`src/rtl/kmm_pkg.sv`:
```
// ----------------------------------------------------------------------------
// kmm_pkg
// Shared types and constants of the keyed min/max/sum aggregator.
// ----------------------------------------------------------------------------
package kmm_pkg;

	localparam int NUM_SLOTS = 64;
	localparam int SLOT_W    = (NUM_SLOTS > 1) ? $clog2(NUM_SLOTS) : 1;
	localparam int USED_W    = $clog2(NUM_SLOTS + 1);

	// Fahrenheit in units of 1e-4 degree: millikelvin * 18 - 4596700.
	localparam logic [23:0] TEMP_OFFSET = 24'd4596700;
	localparam logic [31:0] COUNT_MAX   = 32'hFFFF_FFFF;

	// Milliseconds to seconds: drop three bits (divide by 8), then multiply by
	// the reciprocal of 125 scaled by 2^45. This is exact for every 38-bit
	// dividend. The constant is applied ten bits a cycle, top slice first.
	localparam logic [39:0] RECIP_M     = 40'd281474976711;
	localparam int          RECIP_SHIFT = 45;
	localparam int          RECIP_ITERS = 4;

	typedef enum logic [1:0] {
		ST_UPDATED = 2'd0,
		ST_CREATED = 2'd1,
		ST_FULL    = 2'd2,
		ST_SATUR   = 2'd3
	} status_t;

	typedef enum logic [1:0] {
		F_IDLE,
		F_DIV,
		F_SEND
	} front_state_t;

	typedef enum logic {
		B_IDLE,
		B_CALC
	} back_state_t;

	typedef struct packed {
		logic [15:0] state_code;
		logic [40:0] time_ms;
		logic [9:0]  humidity_tenths;
		logic        snow_flag;
		logic [9:0]  cloud_tenths;
		logic        lightning_flag;
		logic [18:0] temp_millikelvin;
	} item_t;

	typedef struct packed {
		logic [5:0]         slot;
		status_t            status;
		logic [31:0]        record_count;
		logic signed [23:0] hi_temp;
		logic [31:0]        max_time;
		logic signed [23:0] lo_temp;
		logic [31:0]        min_time;
		logic [31:0]        lightning_count;
		logic [31:0]        snow_count;
		logic signed [55:0] temp_sum;
		logic [41:0]        humidity_sum;
		logic [41:0]        cloud_sum;
	} result_t;

	// One classified request from the front part to the back part.
	typedef struct packed {
		logic [SLOT_W-1:0]  slot;
		status_t            kind;   // updated, created or full
		logic signed [23:0] temp;
		logic [31:0]        sec;
		logic [9:0]         hum;
		logic [9:0]         cloud;
		logic               snow;
		logic               light;
	} job_t;

	// One slot's aggregates as held in the slot memory.
	typedef struct packed {
		logic [31:0]        count;
		logic signed [23:0] hi_temp;
		logic [31:0]        max_time;
		logic signed [23:0] lo_temp;
		logic [31:0]        min_time;
		logic [31:0]        lightning;
		logic [31:0]        snow;
		logic signed [55:0] temp_sum;
		logic [42:0]        hum_sum;
		logic [42:0]        cloud_sum;
	} agg_t;

	localparam int AGG_W = $bits(agg_t);

endpackage

```
`src/rtl/kmm_front.sv`:
```
// ----------------------------------------------------------------------------
// kmm_front
// Accepts a record, converts time and temperature, and classifies its key
// against the slot table as updated, created or table full.
// ----------------------------------------------------------------------------
module kmm_front (
	input  logic           clk,
	input  logic           arst_n,
	input  logic           push,
	output logic           full,
	input  kmm_pkg::item_t item,
	output logic           job_valid,
	input  logic           job_ready,
	output kmm_pkg::job_t  job
);
	import kmm_pkg::*;

	front_state_t state_q, state_d;
	item_t        item_q;
	logic [37:0]  x_q;
	logic [39:0]  m_q;
	logic [76:0]  acc_q;
	logic [1:0]   cnt_q;
	logic [47:0]  part;

	logic [15:0]       key_q [NUM_SLOTS];
	logic [NUM_SLOTS-1:0] valid_q;
	logic [USED_W-1:0] used_q;
	logic [NUM_SLOTS-1:0] hit;
	logic [SLOT_W-1:0] hit_idx;
	logic              found;
	logic [23:0]       temp_raw;
	logic              accept, send;

	assign accept = push && !full;
	assign send   = (state_q == F_SEND) && job_ready;

	// Seconds by reciprocal multiplication, one ten-bit slice of the constant a cycle.
	assign part = {10'd0, x_q} * {38'd0, m_q[39:30]};

	// Key lookup: keys are unique, so an OR of the matching indexes gives the hit.
	always_comb begin
		hit_idx = '0;
		for (int i = 0; i < NUM_SLOTS; i++) begin
			hit[i] = valid_q[i] && (key_q[i] == item_q.state_code);
			if (hit[i]) begin
				hit_idx = hit_idx | SLOT_W'(i);
			end
		end
		found = |hit;
	end

	// Temperature: mk * 18 as two shifts, then the offset.
	assign temp_raw = ({5'd0, item_q.temp_millikelvin} << 4)
	                + ({5'd0, item_q.temp_millikelvin} << 1) - TEMP_OFFSET;

	// Classified request toward the back part.
	always_comb begin
		job.temp  = signed'(temp_raw);
		job.sec   = acc_q[RECIP_SHIFT +: 32];
		job.hum   = item_q.humidity_tenths;
		job.cloud = item_q.cloud_tenths;
		job.snow  = item_q.snow_flag;
		job.light = item_q.lightning_flag;
		if (found) begin
			job.kind = ST_UPDATED;
			job.slot = hit_idx;
		end else if (used_q >= USED_W'(NUM_SLOTS)) begin
			job.kind = ST_FULL;
			job.slot = '0;
		end else begin
			job.kind = ST_CREATED;
			job.slot = SLOT_W'(used_q);
		end
	end

	assign job_valid = (state_q == F_SEND);
	assign full      = (state_q != F_IDLE);

	// Next state.
	always_comb begin
		state_d = state_q;
		unique case (state_q)
			F_IDLE: if (push) state_d = F_DIV;
			F_DIV:  if (cnt_q == '0) state_d = F_SEND;
			F_SEND: if (job_ready) state_d = F_IDLE;
			default: state_d = F_IDLE;
		endcase
	end

	always_ff @(posedge clk or negedge arst_n) begin
		if (!arst_n) begin
			state_q <= F_IDLE;
			valid_q <= '0;
			used_q  <= '0;
		end else begin
			state_q <= state_d;
			if (send && job.kind == ST_CREATED) begin
				valid_q[job.slot] <= 1'b1;
				used_q            <= used_q + 1'b1;
			end
		end
	end

	// Payload registers: record, time multiplier and key table.
	always_ff @(posedge clk) begin
		if (accept) begin
			item_q <= item;
			x_q    <= item.time_ms[40:3];
			m_q    <= RECIP_M;
			acc_q  <= '0;
			cnt_q  <= 2'(RECIP_ITERS - 1);
		end else if (state_q == F_DIV) begin
			acc_q <= {acc_q[66:0], 10'd0} + {29'd0, part};
			m_q   <= {m_q[29:0], 10'd0};
			cnt_q <= cnt_q - 1'b1;
		end
		if (send && job.kind == ST_CREATED) begin
			key_q[job.slot] <= item_q.state_code;
		end
	end

endmodule

```
`config.mk`:
```
export PLATFORM = sky130hd
export DESIGN_NAME = kmm_front
export DESIGN_NICKNAME = d
export VERILOG_FILES = /design/src/rtl/kmm_pkg.sv /design/src/rtl/kmm_front.sv
export SDC_FILE = /design/constraint.sdc
export NUM_CORES = 2
export LEC_CHECK = 0
export ABC_CLOCK_PERIOD_IN_PS = 9200
export BUFFER_PORTS_ARGS = -buffer_cell sky130_fd_sc_hd__clkbuf_2
export CAP_MARGIN = 10
export CELL_PAD_IN_SITES_DETAIL_PLACEMENT = 1
export CELL_PAD_IN_SITES_GLOBAL_PLACEMENT = 1
export CORE_AREA = 2 2 371 373
export DETAILED_ROUTE_END_ITERATION = 10
export DIE_AREA = 0 0 373 375
export GPL_TIMING_DRIVEN = 0
export PLACE_DENSITY_LB_ADDON = 0.1
export RECOVER_POWER = 25
export SLEW_MARGIN = 20
export SYNTH_ARGS = -nofsm -noshare
export SYNTH_HDL_FRONTEND = slang
export SYNTH_SLANG_ARGS = --single-unit
```
`constraint.sdc`:
```
create_clock -name clk -period 9.2 [get_ports clk]
set_clock_uncertainty 0.15 [all_clocks]
set_input_delay 0 -clock clk [delete_from_list [all_inputs] [get_ports clk]]
set_output_delay 0 -clock clk [all_outputs]
set_load 0.03 [all_outputs]
```
==> flow_metrics.py <==
metrics = {
    "detailed_routing": {
        "drt_iter0_drc": 4334,
        "drt-total-wl_um": 245000,
        "dr.pass1.iters": 6,
        "via_count": 46480,
        "detail_route.wl_per_cell_um": 31.4,
        "antenna_left": 0,
        "drc": 0,
        "vias_per_cell": 5.98,
    },
    "status": {
        "outcome": "complete, but fails checks",
        "violations": "max-capacitance violations, max-slew violations",
    },
    "job": {
        "drv_cap": 2,
    },
    "clock_tree": {
        "cts_buffers": 143,
        "clk_latency_ps": 800,
        "htreeDepth": 4,
        "cts_tree": "done",
        "cts_sinks": 1285,
        "cts_buffer_depth": 3,
        "path_clk_slew_ps": 70,
        "clockRootBuffer": "clkbuf_16",
    },
    "final_layout": {
        "area_delta_synth_final_pct": 16.4,
        "nets": 6418,
        "drive_above_1_share_pct": 12.6,
        "n_fill_cell": 13596,
        "regArea_um2": 37300,
        "stdcell_count": 7778,
        "multi_input_area_um2": 27500,
    },
    "placed_design": {
        "io_buffers": 185,
        "dp_hpwl_um": 166000,
        "dp_cells": 7318,
        "place_congestion": 0.899,
        "pre_cts_slack_ps": 942,
    },
    "min_path": {
        "min_path_type": "input port to flop",
    },
    "die": {
        "chipHeight_um": 375,
        "core_um2": 136000,
        "ioPinCount": 190,
        "fp.dieArea_um2": 140000,
        "row_count": 136,
        "die_w_um": 373,
        "start_util_pct": 49.6,
    },
    "timing": {
        "setup_ws_ps": 209,
        "min_period_ps": 8990,
        "setup_viol": 0,
        "clock.fmax_mhz": 111,
        "worstMarginPinSlew_ps": 4430,
        "rsz0062_at_grt": "no",
        "hold_slack_ps": 67.8,
        "slew_headroom_pct": -196,
        "hold_viol_final": 0,
        "slew_viol_final": 76,
        "period_share_pct": 97.7,
    },
    "logic_synthesis": {
        "synthCells": 5241,
        "yosysWarnings": 0,
        "synth_nets": 5793,
        "ys_ff_latch": 1285,
        "synth.area.top_cells": "edfxtp_1, xor2_1, fa_1",
        "synthFlopType": "edfxtp_1",
        "syn_area_um2": 67500,
        "yosysSeqAreaShare_pct": 55.2,
        "yosys.area.top_type": "edfxtp_1",
        "synth_edf_count": 1119,
        "synth_cell_type_count": 83,
        "syn-mean-instance-area_um2": 12.9,
        "yosysTopAreaCellShare_pct": 49.8,
        "async_reset_ff_share_pct": 5.68,
    },
    "global_routing": {
        "grt_antenna_before_repair": 5,
        "grt_pass1_wl_um": 350000,
        "grt_overflow_total": 0,
        "grt_max_degree": 57,
        "track_usage_pct": 35.1,
        "grt_pass1_vias": 49533,
    },
    "setup_path": {
        "worstPathMaxFanout": 16,
        "worstSetupPathType": "flop to flop",
        "cp_top_family": "simple AND/OR/NAND/NOR gates",
        "start_kind": "flop",
        "cp_slowest_cell": "nor2_2",
        "required_ps": 9440,
        "path_cells": "clkbuf_1 > buf_6 > buf_6 > buf_2 > xnor2_1 > nand4_1 > or4_1 > o22ai_1 > nor4_1 > o21ai_0 > nor4_1 > o21ai_2 > nor2_1 > nand2_1 > nor2_2",
        "worst_ep_arrival_time_ps": 9230,
        "worst-path-buf-inv": 4,
        "cp_slowest_stage_delay_ps": 1200,
        "endpoint_kind": "flop",
    },
}
-- final cells by class --
class	instances	share of cell area (%)
clock inverter	59	0.828
timing repair buffer	480	5.02
buffer	238	2.02
sequential	1285	47.4
antenna	2	0.00637
clock buffer	202	5.16
tap	1794	2.85
multi-input combinational	3372	35.0
inverter	346	1.66
-- layout by cell type (no fill, tap or decap), types with 73 or more instances in the layout --
cell type	netlist	final
edfxtp_1	1119	1119
xor2_1	598	598
xnor2_1	515	515
inv_1	344	344
nand2_1	339	338
fa_1	249	249
ha_1	201	201
dlygate4sd3_1	0	195
nor4_1	186	185
clkbuf_2	0	178
and2_1	176	176
clkbuf_1	64	153
clkbuf_16	0	147
nand4_1	137	137
buf_4	120	120
a21oi_1	106	106
nand3_1	106	105
nor2_1	158	100
dfxtp_1	93	93
nor3_1	79	79
o21ai_0	74	74
dfrtp_1	73	73
-- worst reg2reg max path, cell delays in order, from the launching register on --
cell      delay, ps
edfxtp_1        790
clkbuf_1        910
buf_6           340
buf_6           250
buf_2           810
xnor2_1         180
nand4_1         180
or4_1           140
o22ai_1         130
nor4_1          830
o21ai_0         610
nor4_1          900
o21ai_2         270
nor2_1          160
nand2_1         720
nor2_2         1230
-- logic make-up after synthesis --
kind of cell,after synthesis,synth area share (%)
other,1,0.00555
and+or+nand+nor,1451,11.6
buffers and inverters,584,4.28
DFF,1285,55.2
AOI/OAI and AO/OA,357,3.32
xor gates and xnor gates,1113,14.4
adders and majority gates,450,11.1
-- repair_timing --
item | 4_1_cts | 5_1_grt
setup buffers | 0 | 0
gates resized for setup | 0 | 0
hold buffers | 196 | 0
hold endpoints to repair | 234 | 0
-- per-layer routing --
| metal | part of all wire, % | track usage, % | vias to the layer above |
|---|---|---|---|
| met4 | 6.5 | 19.4 | 2 |
| li1 | - | - | 19555 |
| met3 | 7.4 | 5.87 | 733 |
| met2 | 50 | 60.4 | 2144 |
| met1 | 37 | 41.9 | 24046 |
| met5 | 0.0053 | 0 | - |
-- worst paths after layout --
kind | end | cells past startpoint | slack (ps) | startpoint
setup / recovery | key_q[43][10]$_DFFE_PP_ | 15 | 210 | item_q[93]$_DFFE_PP_
min in group asynchronous | valid_q[48]$_DFFE_PN0P_ | 4 | 1360 | arst_n
setup reg to reg | key_q[43][10]$_DFFE_PP_ | 15 | 210 | item_q[93]$_DFFE_PP_
max in group asynchronous | valid_q[45]$_DFFE_PN0P_ | 5 | 2190 | arst_n
hold reg to reg | acc_q[8]$_SDFFE_PP0P_ | 2 | 300 | acc_q[8]$_SDFFE_PP0P_
hold / removal | used_q[0]$_DFFE_PN0P_ | 4 | 70 | job_ready
-- state kept, by name, summed over array words and instances, names as in the netlist --
name and flops:
acc_q 77, key_q 1024, x_q 38, cnt_q 2, used_q 7, state_q 2
job 22, item_q 35, valid_q 64, m_q 14
-- per-stage QoR --
step	utilization (%)	cell area [µm²]	setup TNS [ps]
finish	57.7	78600	0
CTS	58.1	79200	0
detailed placement	53.2	72600	0
floorplan	-	67500	0
global route	57.7	78600	0
global placement	51.9	70700	-1902820
-- synth_stat cells, types with 7 or more instances --
library cell,count
a211oi_1,17
a21o_1,28
a21oi_1,106
a22oi_1,13
a31oi_1,7
and2_1,176
and3_1,23
buf_2,21
buf_4,120
buf_6,29
clkbuf_1,64
dfrtp_1,73
dfxtp_1,93
edfxtp_1,1119
fa_1,249
ha_1,201
inv_1,344
nand2_1,339
nand2b_1,13
nand3_1,106
nand3b_1,24
nand4_1,137
nor2_1,158
nor2b_1,22
nor3_1,79
nor3b_1,7
nor4_1,186
nor4b_1,16
o211ai_1,10
o21a_1,7
o21ai_0,74
o21bai_1,8
o22ai_1,38
or2_1,15
or2_2,50
or3_1,21
or4_1,40
or4b_1,7
xnor2_1,515
xor2_1,598
Power is left out: the tool's default activity adds up to more than one toggle a clock period on the data nets, which glitch-free logic cannot reach.
