[config.mk]
export PLATFORM = sky130hd
export DESIGN_NAME = kmm_fifo
export DESIGN_NICKNAME = d
export VERILOG_FILES = /design/src/rtl/kmm_pkg.sv /design/src/rtl/kmm_fifo.sv
export SDC_FILE = /design/constraint.sdc
export NUM_CORES = 1
export LEC_CHECK = 0
export BUFFER_PORTS_ARGS = -buffer_cell sky130_fd_sc_hd__buf_2
export CORE_AREA = 2 2 116 118
export CTS_BUF_LIST = sky130_fd_sc_hd__clkbuf_16
export DETAILED_ROUTE_END_ITERATION = 12
export DIE_AREA = 0 0 118 120
export HOLD_SLACK_MARGIN = 0.06
export PLACE_DENSITY = 0.78
export SKIP_CTS_REPAIR_TIMING = 1
export SLEW_MARGIN = 15
export SYNTH_ARGS = -nofsm -noshare
export SYNTH_HDL_FRONTEND = slang
export SYNTH_SLANG_ARGS = --single-unit
[constraint.sdc]
create_clock -name clk -period 6.5 [get_ports clk]
set_input_delay 1.3 -clock clk [delete_from_list [all_inputs] [get_ports clk]]
set_output_delay 1.3 -clock clk [all_outputs]
set_load 0.005 [all_outputs]
[src/rtl/kmm_pkg.sv]
// ----------------------------------------------------------------------------
// kmm_pkg
// Shared types and constants of the keyed min/max/sum aggregator.
// ----------------------------------------------------------------------------
package kmm_pkg;

	localparam int NUM_SLOTS = 64;
	localparam int SLOT_W    = (NUM_SLOTS > 1) ? $clog2(NUM_SLOTS) : 1;
	localparam int USED_W    = $clog2(NUM_SLOTS + 1);

	// Fahrenheit in units of 1e-4 degree: millikelvin * 18 - 4596700.
	localparam logic [23:0] TEMP_OFFSET = 24'd4596700;
	localparam logic [31:0] COUNT_MAX   = 32'hFFFF_FFFF;

	// Milliseconds to seconds: drop three bits (divide by 8), then multiply by
	// the reciprocal of 125 scaled by 2^45. This is exact for every 38-bit
	// dividend. The constant is applied ten bits a cycle, top slice first.
	localparam logic [39:0] RECIP_M     = 40'd281474976711;
	localparam int          RECIP_SHIFT = 45;
	localparam int          RECIP_ITERS = 4;

	typedef enum logic [1:0] {
		ST_UPDATED = 2'd0,
		ST_CREATED = 2'd1,
		ST_FULL    = 2'd2,
		ST_SATUR   = 2'd3
	} status_t;

	typedef enum logic [1:0] {
		F_IDLE,
		F_DIV,
		F_SEND
	} front_state_t;

	typedef enum logic {
		B_IDLE,
		B_CALC
	} back_state_t;

	typedef struct packed {
		logic [15:0] state_code;
		logic [40:0] time_ms;
		logic [9:0]  humidity_tenths;
		logic        snow_flag;
		logic [9:0]  cloud_tenths;
		logic        lightning_flag;
		logic [18:0] temp_millikelvin;
	} item_t;

	typedef struct packed {
		logic [5:0]         slot;
		status_t            status;
		logic [31:0]        record_count;
		logic signed [23:0] hi_temp;
		logic [31:0]        max_time;
		logic signed [23:0] lo_temp;
		logic [31:0]        min_time;
		logic [31:0]        lightning_count;
		logic [31:0]        snow_count;
		logic signed [55:0] temp_sum;
		logic [41:0]        humidity_sum;
		logic [41:0]        cloud_sum;
	} result_t;

	// One classified request from the front part to the back part.
	typedef struct packed {
		logic [SLOT_W-1:0]  slot;
		status_t            kind;   // updated, created or full
		logic signed [23:0] temp;
		logic [31:0]        sec;
		logic [9:0]         hum;
		logic [9:0]         cloud;
		logic               snow;
		logic               light;
	} job_t;

	// One slot's aggregates as held in the slot memory.
	typedef struct packed {
		logic [31:0]        count;
		logic signed [23:0] hi_temp;
		logic [31:0]        max_time;
		logic signed [23:0] lo_temp;
		logic [31:0]        min_time;
		logic [31:0]        lightning;
		logic [31:0]        snow;
		logic signed [55:0] temp_sum;
		logic [42:0]        hum_sum;
		logic [42:0]        cloud_sum;
	} agg_t;

	localparam int AGG_W = $bits(agg_t);

endpackage

[src/rtl/kmm_fifo.sv]
// ----------------------------------------------------------------------------
// kmm_fifo
// Two-entry request queue between the front and back parts.
// ----------------------------------------------------------------------------
module kmm_fifo (
	input  logic          clk,
	input  logic          arst_n,
	input  logic          wr_valid,
	output logic          wr_ready,
	input  kmm_pkg::job_t wr_job,
	output logic          rd_valid,
	input  logic          rd_take,
	output kmm_pkg::job_t rd_job
);
	import kmm_pkg::*;

	job_t       buf_q [2];
	logic       wptr_q, rptr_q;
	logic [1:0] cnt_q;
	logic       wr, rd;

	assign wr_ready = (cnt_q != 2'd2);
	assign rd_valid = (cnt_q != 2'd0);
	assign rd_job   = buf_q[rptr_q];
	assign wr       = wr_valid && wr_ready;
	assign rd       = rd_take && rd_valid;

	// Pointers and fill count.
	always_ff @(posedge clk or negedge arst_n) begin
		if (!arst_n) begin
			wptr_q <= 1'b0;
			rptr_q <= 1'b0;
			cnt_q  <= '0;
		end else begin
			if (wr) wptr_q <= ~wptr_q;
			if (rd) rptr_q <= ~rptr_q;
			cnt_q <= cnt_q + {1'b0, wr} - {1'b0, rd};
		end
	end

	// Entry storage.
	always_ff @(posedge clk) begin
		if (wr) begin
			buf_q[wptr_q] <= wr_job;
		end
	end

endmodule

==> results of run 1 <==
## cell type report
type                    instances  area (µm²)
repair buffers                181         948
well taps                     176         220
inverters                       1        3.75
flip-flops and latches        176        5270
clock inverters                14         153
fillers                       926        4770
multi-input cells              98        1190
clock buffers                  17         425
## per-layer routing
metal | vias to the layer above | track usage
li1 | 1504 | -
met1 | 1606 | 0.180
met2 | 128 | 0.279
met3 | 13 | 0.0580
met4 | 0 | 0.0700
met5 | - | 0
## critical path, delay by kind of cell, from the launching register on
kind                   cells  cell delay (ns)
flip-flops                 1             0.87
buffers and inverters      2             0.78
multiplexers               1             0.42
## state kept, by name (all words and copies together) (netlist names)
| signal | flops |
|---|---|
| buf_q | 172 |
| cnt_q | 2 |
| rptr_q | 1 |
| wptr_q | 1 |
## worst max-delay path by stage
stage | end | slack, ns | depth (start not counted)
6_report | rd_job[4] | 2.66 | 3
5_1_grt | rd_job[2] | 2.54 | 3
4_1_cts | rd_job[4] | 2.63 | 3
3_5_place_dp | buf_q[0][7] | 2.93 | 4
3_3_place_gp | buf_q[0][0] | 3.01 | 4
2_1_floorplan | buf_q[0][0] | 0.99 | 2
## Yosys cell counts
cell type,instances
edfxtp_1,172
mux2_2,56
mux2_4,30
buf_2,5
buf_6,5
dfrtp_1,4
xnor2_1,3
ha_1,2
and2_1,1
and3_1,1
inv_1,1
nand2_1,1
nand2b_1,1
nor2_1,1
or2_2,1
xor2_1,1
## cells by family (layout without fill, tap and decap cells)
kind of cell  count (synthesis)  after routing  synth area share
simple gates                  6              6           0.00499
mux                          86             86             0.166
fa+ha+maj                     2              2           0.00384
flops                       176            176             0.807
xor+xnor                      4              4           0.00537
buf+inv                      11            213            0.0130
## cell usage in the layout (no fill, tap or decap), types with 2 or more instances in the layout
master,n
buf_2,177
buf_4,2
bufinv_16,3
clkbuf_16,17
clkinv_1,3
clkinv_4,2
clkinvlp_4,3
dfrtp_1,3
edfxtp_1,172
ha_1,2
inv_1,4
mux2_2,56
mux2_4,30
xnor2_1,3
## power breakdown
group / switching, mW / internal [mW] / leakage [nW] / total [mW]
clock network: 0.387 / 0.594 / 0.281 / 0.981
registers: 0.119 / 1.55 / 1.64 / 1.67
logic: 0.429 / 0.530 / 1.24 / 0.958
total: 0.935 / 2.68 / 3.16 / 3.61
## metrics by stage
step           hold slack, ns  setup slack, ns   util
2_1_floorplan           0.461            0.991      -
3_3_place_gp            0.494             3.01  0.584
3_5_place_dp            0.506             2.93  0.584
4_1_cts                 0.520             2.63  0.628
5_1_grt                 0.555             2.54  0.632
6_report                0.513             2.66  0.632
==> flow_summary.ini, run 1 <==
[route]
ant_nets = 0
first_pass_iters = 4
vias = 3251
top_layer_used = met4
wl_met1_mm = 4.31
viasPerCell = 4.90
met2_length_mm = 5.64
wl_met3_um = 769
drc = 0
wl_per_cell_um = 16.5
routed_wl_mm = 10.9
first_iter_violations = 183

[sta]
finalHoldViolations = 0
slew_headroom = 0.537
fmax_mhz = 261
finalSetupTns_ns = 0
worst_pin_slew_ns = 0.695
period_share = 0.590
period_needed_ns = 3.84
rsz0062_at_grt = no
report.final.slew_viol_count = 0
setup-violations-final = 0
fin_worst_skew_ns = 0.00340

[die]
die_w_um = 118
start_util = 0.503
die_y_um = 120
core_region_area_um2 = 13000
num_rows = 42
io-pin-count = 178
die_area_um2 = 14200

[hold_path]
min_path_type = reg -> reg
hold-path-cell-count = 1
whs_endpoint = cnt_q[0]
min_from = cnt_q[0]

[final_layout]
antenna-diode-count = 0
area_delta_synth_final_pct = 25.8
layout.cells.non_filler = 663
nets = 567
drive_above_1_share = 0.608
fin_area_um2 = 8210

[grt]
antenna_found_initial = 2
grt_pass1_vias = 3408
gr-total-overflow = 0
track_usage = 0.161
grt_max_degree = 87
grt_first_pass_wirelength_mm = 16.9

[power]
p_total_mw = 3.61
vdd_drop_max_v = 0.000236
cellPowerDensity_nw_per_um2 = 440
p_leak_nw = 3.16

[cts]
clock-root-buffer = clkbuf_16
cts.clk_slew.worst_paths_ns = 0.06
cts.path.max_buffers = 2
cts_max_level = 4
cts_tree = yes
clk_latency_ns = 0.42
cts.sinks = 176
cts_buffers = 17

[critical_path]
path_class = reg -> out
critPathLaunch = rptr_q
cp_slowest_cell = dfrtp_4
timing.rr.end = buf_q[0][81]
crit_required_ns = 5.20
cp-start-kind = flip-flop
r2r_setup_slack_ns = 4.23
max_stage_delay_ns = 0.87
r2r.worst_path.cells = 5
reg2reg_from = cnt_q[1]
cp_max_fo = 50
crit_arrival_ns = 2.54
endpoint_kind = output pin
cp_cell_sequence = buf_4, mux2_2, buf_2

[placement]
gp_congestion = 0.776
dp.cells = 630
placed_cell_area_um2 = 7580
place_hpwl_mm = 7.09
portBuffers = 177

[yosys]
yosysWarnings = 0
synthTopCellsByArea = edfxtp_1, mux2_2, mux2_4
synth-seq-cells = 176
netlist.area_leader.share = 0.792
yosysTopAreaCell = edfxtp_1
synth_nets = 377
ys_seq_area_frac = 0.807
syn-cell-area_um2 = 6520
synth_cells = 285
avgSynthCellArea_um2 = 22.9
yosysUniqueCellTypes = 16

[flow_run]
maxCapViolCount = 0

[run_status]
status = finished clean
Note: power is estimated with default switching activity, not from simulation.
==> run 2, diff against run 1 <==
--- a/config.mk
+++ b/config.mk
@@ -5,11 +5,12 @@
 export SDC_FILE = /design/constraint.sdc
 export NUM_CORES = 1
 export LEC_CHECK = 0
+export ABC_AREA = 1
 export BUFFER_PORTS_ARGS = -buffer_cell sky130_fd_sc_hd__buf_2
-export CORE_AREA = 2 2 116 118
+export CORE_AREA = 2 2 115 117
 export CTS_BUF_LIST = sky130_fd_sc_hd__clkbuf_16
 export DETAILED_ROUTE_END_ITERATION = 12
-export DIE_AREA = 0 0 118 120
+export DIE_AREA = 0 0 117 119
 export HOLD_SLACK_MARGIN = 0.06
 export PLACE_DENSITY = 0.78
 export SKIP_CTS_REPAIR_TIMING = 1
==> constraint.sdc (replaced) <==
create_clock -name clk -period 3.7 [get_ports clk]
set_input_delay 0.74 -clock clk [delete_from_list [all_inputs] [get_ports clk]]
set_output_delay 0.74 -clock clk [all_outputs]
set_load 0.005 [all_outputs]
==> flow_summary.ini, run 2 <==
[critical_path]
timing.rr.end = buf_q[0][4]
crit_top_cell = nand2_1
cp_cell_sequence = buf_4, nand2_1, nand2_1, buf_2
endpoint_kind = output pin
path_class = reg -> out
max_stage_delay_ns = 0.72
crit_required_ns = 2.96
cp-start-kind = flip-flop
r2r.worst_path.cells = 5
r2r_setup_slack_ns = 1.62
cp_slowest_cell = buf_4
crit_arrival_ns = 1.96
crit_buf_inv = 2
reg2reg_from = cnt_q[0]
cp_max_fo = 87
crit_family = buffers and inverters
cp_num_cells = 4

[flow_run]
maxCapViolCount = 0

[sta]
period_share = 0.729
period_needed_ns = 2.70
fmax_mhz = 371
worst_hold_slack_ns = 0.113
fin_worst_skew_ns = 0.0130
worst_pin_slew_ns = 0.906
finalSetupTns_ns = 0
rsz0062_at_grt = no
slew_headroom = 0.396
setup-violations-final = 0
finalHoldViolations = 0
report.final.slew_viol_count = 0

[yosys]
ys.flop_type = edfxtp_1
netlist.area_leader.share = 0.795
synth-seq-cells = 176
synthTopCellsByArea = edfxtp_1, nand2_1, dfrtp_1
netlist_top_cells_count = nand2_1, edfxtp_1, buf_2
syn-cell-area_um2 = 6490
synth_edf_count = 172
synth_nets = 573
yosysWarnings = 0
yosysUniqueCellTypes = 11
ys_async_sr_fraction = 0.0227
avgSynthCellArea_um2 = 13.5
synth_cells = 481
ys_seq_area_frac = 0.811
yosysMostFrequentCell = nand2_1
yosysTopAreaCell = edfxtp_1

[final_layout]
largest-register = buf_q
nets = 754
mostFrequentLayoutCell = nand2_1
final_cell_mix = nand2_1, buf_2, edfxtp_1
area_delta_synth_final_pct = 24.2
drive_above_1_share = 0.314
reg.largest.list = buf_q x172, cnt_q x2
antenna-diode-count = 0
fillers = 960
largest_reg_flops = 172

[grt]
grt_max_degree = 88
grt_pass1_vias = 4106
antenna_found_initial = 1
gr-total-overflow = 0
grt_first_pass_wirelength_mm = 19.1
track_usage = 0.184

[cts]
cts.path.max_buffers = 2
cts_tree = yes
cts_max_level = 4
cts.clk_slew.worst_paths_ns = 0.06
cts_buffers = 17
cts.sinks = 176
clk_latency_ns = 0.42
clock-root-buffer = clkbuf_16

[route]
vias = 4082
wl_per_cell_um = 14.7
first_pass_iters = 4
first_iter_violations = 262
drc = 0
routed_wl_mm = 12.5
ant_nets = 0
viasPerCell = 4.80

[placement]
place_hpwl_mm = 7.79
gp_congestion = 0.786
portBuffers = 177

[hold_path]
min_path_type = in -> async

[die]
start_util = 0.504
io-pin-count = 178
core_region_area_um2 = 12900
die_y_um = 119
die_area_um2 = 13900
num_rows = 42
die_w_um = 117

[power]
intPower_mw = 4.27
power_switching_mw = 1.97
p_leak_nw = 3.51
cellPowerDensity_nw_per_um2 = 774
pwr-share-seq = 0.452
vdd_drop_max_v = 0.000539
pwr-share-clk = 0.256
p_sw_frac = 0.316
combPwrFrac = 0.292

[run_status]
status = finished clean
==> run 2: changes by cell type after synthesis, sizes merged, moves of 3 or more <==
cell,previous run,this run
buf,10,19
mux2,86,0
nand2,1,271
inv,1,9
xnor2,3,0
nand3,0,3
==> run 2: per-layer routing <==
layer | track usage | part of all wire | vias to the layer above
met4 | 0.0816 | 0.013 | 2
met2 | 0.298 | 0.50 | 163
li1 | - | - | 1974
met1 | 0.219 | 0.41 | 1927
met3 | 0.0677 | 0.081 | 16
met5 | 0 | 0.0010 | -
==> run 2: metrics by stage <==
stage	setup WS [ns]	instances	util	instance area [µm²]	total power, mW
floorplan	0.207	481	-	6500	3.93
global placement	1.36	819	0.585	7530	4.63
detailed placement	1.30	819	0.585	7530	4.71
CTS	0.980	851	0.627	8070	6.32
global route	0.869	851	0.627	8070	6.64
finish	1.00	851	0.627	8070	6.25
==> run 2: cells by family (layout without fill, tap and decap cells) <==
| kind of cell | Yosys count | count (layout) | synth area share |
|---|---|---|---|
| fa+ha+maj | 2 | 2 | 0.00385 |
| buf+inv | 28 | 222 | 0.0258 |
| simple gates | 275 | 275 | 0.160 |
| flops | 176 | 176 | 0.811 |
==> run 2: final cells by class <==
type                       instances  area, µm²  share of cell area
sequential                       176       5270               0.653
multi-input combinational        277       1070               0.132
timing repair buffer             181        941               0.117
clock buffer                      17        425              0.0527
tap                              176        220              0.0273
clock inverter                    15        109              0.0135
inverter                           9       37.5             0.00465
==> run 2: worst max path at each step <==
| stage | endpoint | startpoint |
|---|---|---|
| after floorplan | buf_q[1][0] | wr_valid |
| after global placement | buf_q[0][76] | wr_valid |
| after detailed placement | buf_q[0][77] | wr_valid |
| after CTS | rd_job[85] | rptr_q |
| after global routing | rd_job[85] | rptr_q |
| final | rd_job[85] | rptr_q |
==> run 2: power groups by stage <==
stage / Combinational, mW / Clock [mW] / Sequential (mW)
after CTS: 1.86 / 1.63 / 2.83
after detailed placement: 1.85 / 0 / 2.87
after floorplan: 1.07 / 0 / 2.87
final: 1.82 / 1.60 / 2.82
after global routing: 2.08 / 1.70 / 2.86
after global placement: 1.79 / 0 / 2.84
==> run 3, diff against run 2 <==
--- a/config.mk
+++ b/config.mk
@@ -7,12 +7,12 @@
 export LEC_CHECK = 0
 export ABC_AREA = 1
 export BUFFER_PORTS_ARGS = -buffer_cell sky130_fd_sc_hd__buf_2
-export CORE_AREA = 2 2 115 117
+export CORE_AREA = 2 2 121 123
 export CTS_BUF_LIST = sky130_fd_sc_hd__clkbuf_16
 export DETAILED_ROUTE_END_ITERATION = 12
-export DIE_AREA = 0 0 117 119
+export DIE_AREA = 0 0 123 125
 export HOLD_SLACK_MARGIN = 0.06
-export PLACE_DENSITY = 0.78
+export PLACE_DENSITY = 0.75
 export SKIP_CTS_REPAIR_TIMING = 1
 export SLEW_MARGIN = 15
 export SYNTH_ARGS = -nofsm -noshare
==> constraint.sdc (replaced) <==
create_clock -name clk -period 2.3 [get_ports clk]
set_input_delay 0.46 -clock clk [delete_from_list [all_inputs] [get_ports clk]]
set_output_delay 0.46 -clock clk [all_outputs]
set_load 0.005 [all_outputs]
==> flow_summary.ini, run 3 (same netlist as run 2, synthesis figures left out) <==
[route]
drc = 0
wl_per_cell_um = 14.2
first_iter_violations = 254
viasPerCell = 4.71
routed_wl_mm = 12.2
first_pass_iters = 6
ant_nets = 0
vias = 4049

[critical_path]
timing.rr.end = buf_q[0][13]
cp_cell_sequence = inv_4, buf_12, nand2_1, nand2_1, buf_2
critPathLaunch = rptr_q
r2r.worst_path.cells = 4
endpoint_kind = output pin
crit_required_ns = 1.84
crit_arrival_ns = 1.72
r2r_setup_slack_ns = 0.71
cp_slowest_cell = dfrtp_2
path_class = reg -> out
crit_buf_inv = 3
crit_family = buffers and inverters
cp-start-kind = flip-flop
crit_top_cell = nand2_1
max_stage_delay_ns = 0.44
reg2reg_from = cnt_q[1]
cp_max_fo = 39

[grt]
track_usage = 0.163
grt_first_pass_wirelength_mm = 18.9
gr-total-overflow = 0
antenna_found_initial = 0
grt_max_degree = 88
grt_pass1_vias = 3953

[cts]
cts.clk_slew.worst_paths_ns = 0.07
clock-root-buffer = clkbuf_16
cts.path.max_buffers = 2
clk_latency_ns = 0.42
cts_tree = yes
cts.sinks = 176
cts_max_level = 4
cts_buffers = 17

[final_layout]
largest_reg_flops = 172
multi_input_area_um2 = 1070
largest-register = buf_q
area_delta_synth_final_pct = 25.3
reg.largest.list = buf_q x172, cnt_q x2
layout.cells.non_filler = 860
mostFrequentLayoutCell = nand2_1
final_cell_mix = nand2_1, buf_2, edfxtp_1
seqCellArea_um2 = 5270
fillers = 1137
drive_above_1_share = 0.320
antenna-diode-count = 0
nets = 756
fin_area_um2 = 8130

[power]
power_switching_mw = 3.21
cellPowerDensity_nw_per_um2 = 1250
pwr-share-clk = 0.259
p_leak_nw = 3.52
p_total_mw = 10.1
vdd_drop_max_v = 0.000804
combPwrFrac = 0.293
p_sw_frac = 0.317
pwr-share-seq = 0.448
intPower_mw = 6.93

[placement]
portBuffers = 177
gp_congestion = 0.750
placed_cell_area_um2 = 7580
place_hpwl_mm = 7.70
dp.cells = 828

[sta]
period_share = 0.947
fin_worst_skew_ns = 0.0105
rsz0062_at_grt = no
finalHoldViolations = 0
worst_hold_slack_ns = 0.217
fmax_mhz = 459
slew_headroom = 0.672
finalSetupTns_ns = 0
worst_pin_slew_ns = 0.492
report.final.slew_viol_count = 0
setup-violations-final = 0
period_needed_ns = 2.18

[die]
die_y_um = 125
num_rows = 44
die_w_um = 123
die_area_um2 = 15400
start_util = 0.457
io-pin-count = 178
core_region_area_um2 = 14200

[run_status]
status = finished clean

[hold_path]
whs_endpoint = buf_q[1][0]
min_path_type = in -> reg
min_from = wr_job[0]
hold-path-cell-count = 1

[flow_run]
maxCapViolCount = 0
[run 3: cell types whose count changed in the layout (fill, tap and decap cells not counted)]
cell,delta
clkinvlp_4,+1
clkinv_2,-1
inv_1,-3
dlygate4sd3_1,+1
buf_12,+2
clkinv_1,-1
inv_6,+1
clkinv_4,+2
buf_4,-1
[run 3: power groups by stage]
stage	Clock, mW	Sequential (mW)	Combinational (mW)
floorplan	0	4.58	1.73
detailed placement	0	4.61	3.02
CTS	2.68	4.54	3.03
finish	2.63	4.54	2.97
global route	2.80	4.60	3.39
global placement	0	4.58	2.95
[run 3: worst max path at each step]
stage	endpoint	slack, ns	depth (start not counted)
4_1_cts	rd_job[67]	0.08	5
3_3_place_gp	rd_job[32]	0.59	5
6_report	rd_job[67]	0.12	5
3_5_place_dp	rd_job[67]	0.54	5
5_1_grt	rd_job[67]	0.004	5
2_1_floorplan	buf_q[1][0]	-0.002	3
[run 3: layer usage]
layer	wire, µm	up-vias	GRT usage
met5	0	-	0
li1	-	1987	-
met2	5780	144	0.257
met4	219	0	0.0635
met1	5110	1898	0.197
met3	1080	20	0.0707
[run 3: layout make-up]
type                    count  share of cell area
multi-input cells         277               0.131
repair buffers            183               0.121
clock inverters            14              0.0148
well taps                 184              0.0283
flip-flops and latches    176               0.647
inverters                   9             0.00492
clock buffers              17              0.0523
[run 3: worst register-to-register path: stages (launching register included)]
cell        delay, ns
dfrtp_1          0.40
nand2_1          0.11
nand3_1          0.14
clkinvlp_4       0.12
buf_12           0.39
[run 3: metrics by stage]
step	util	setup WS, ns
after floorplan	-	-0.00176
after global placement	0.534	0.585
after detailed placement	0.534	0.542
after CTS	0.572	0.0783
after global routing	0.573	0.00355
final	0.573	0.121
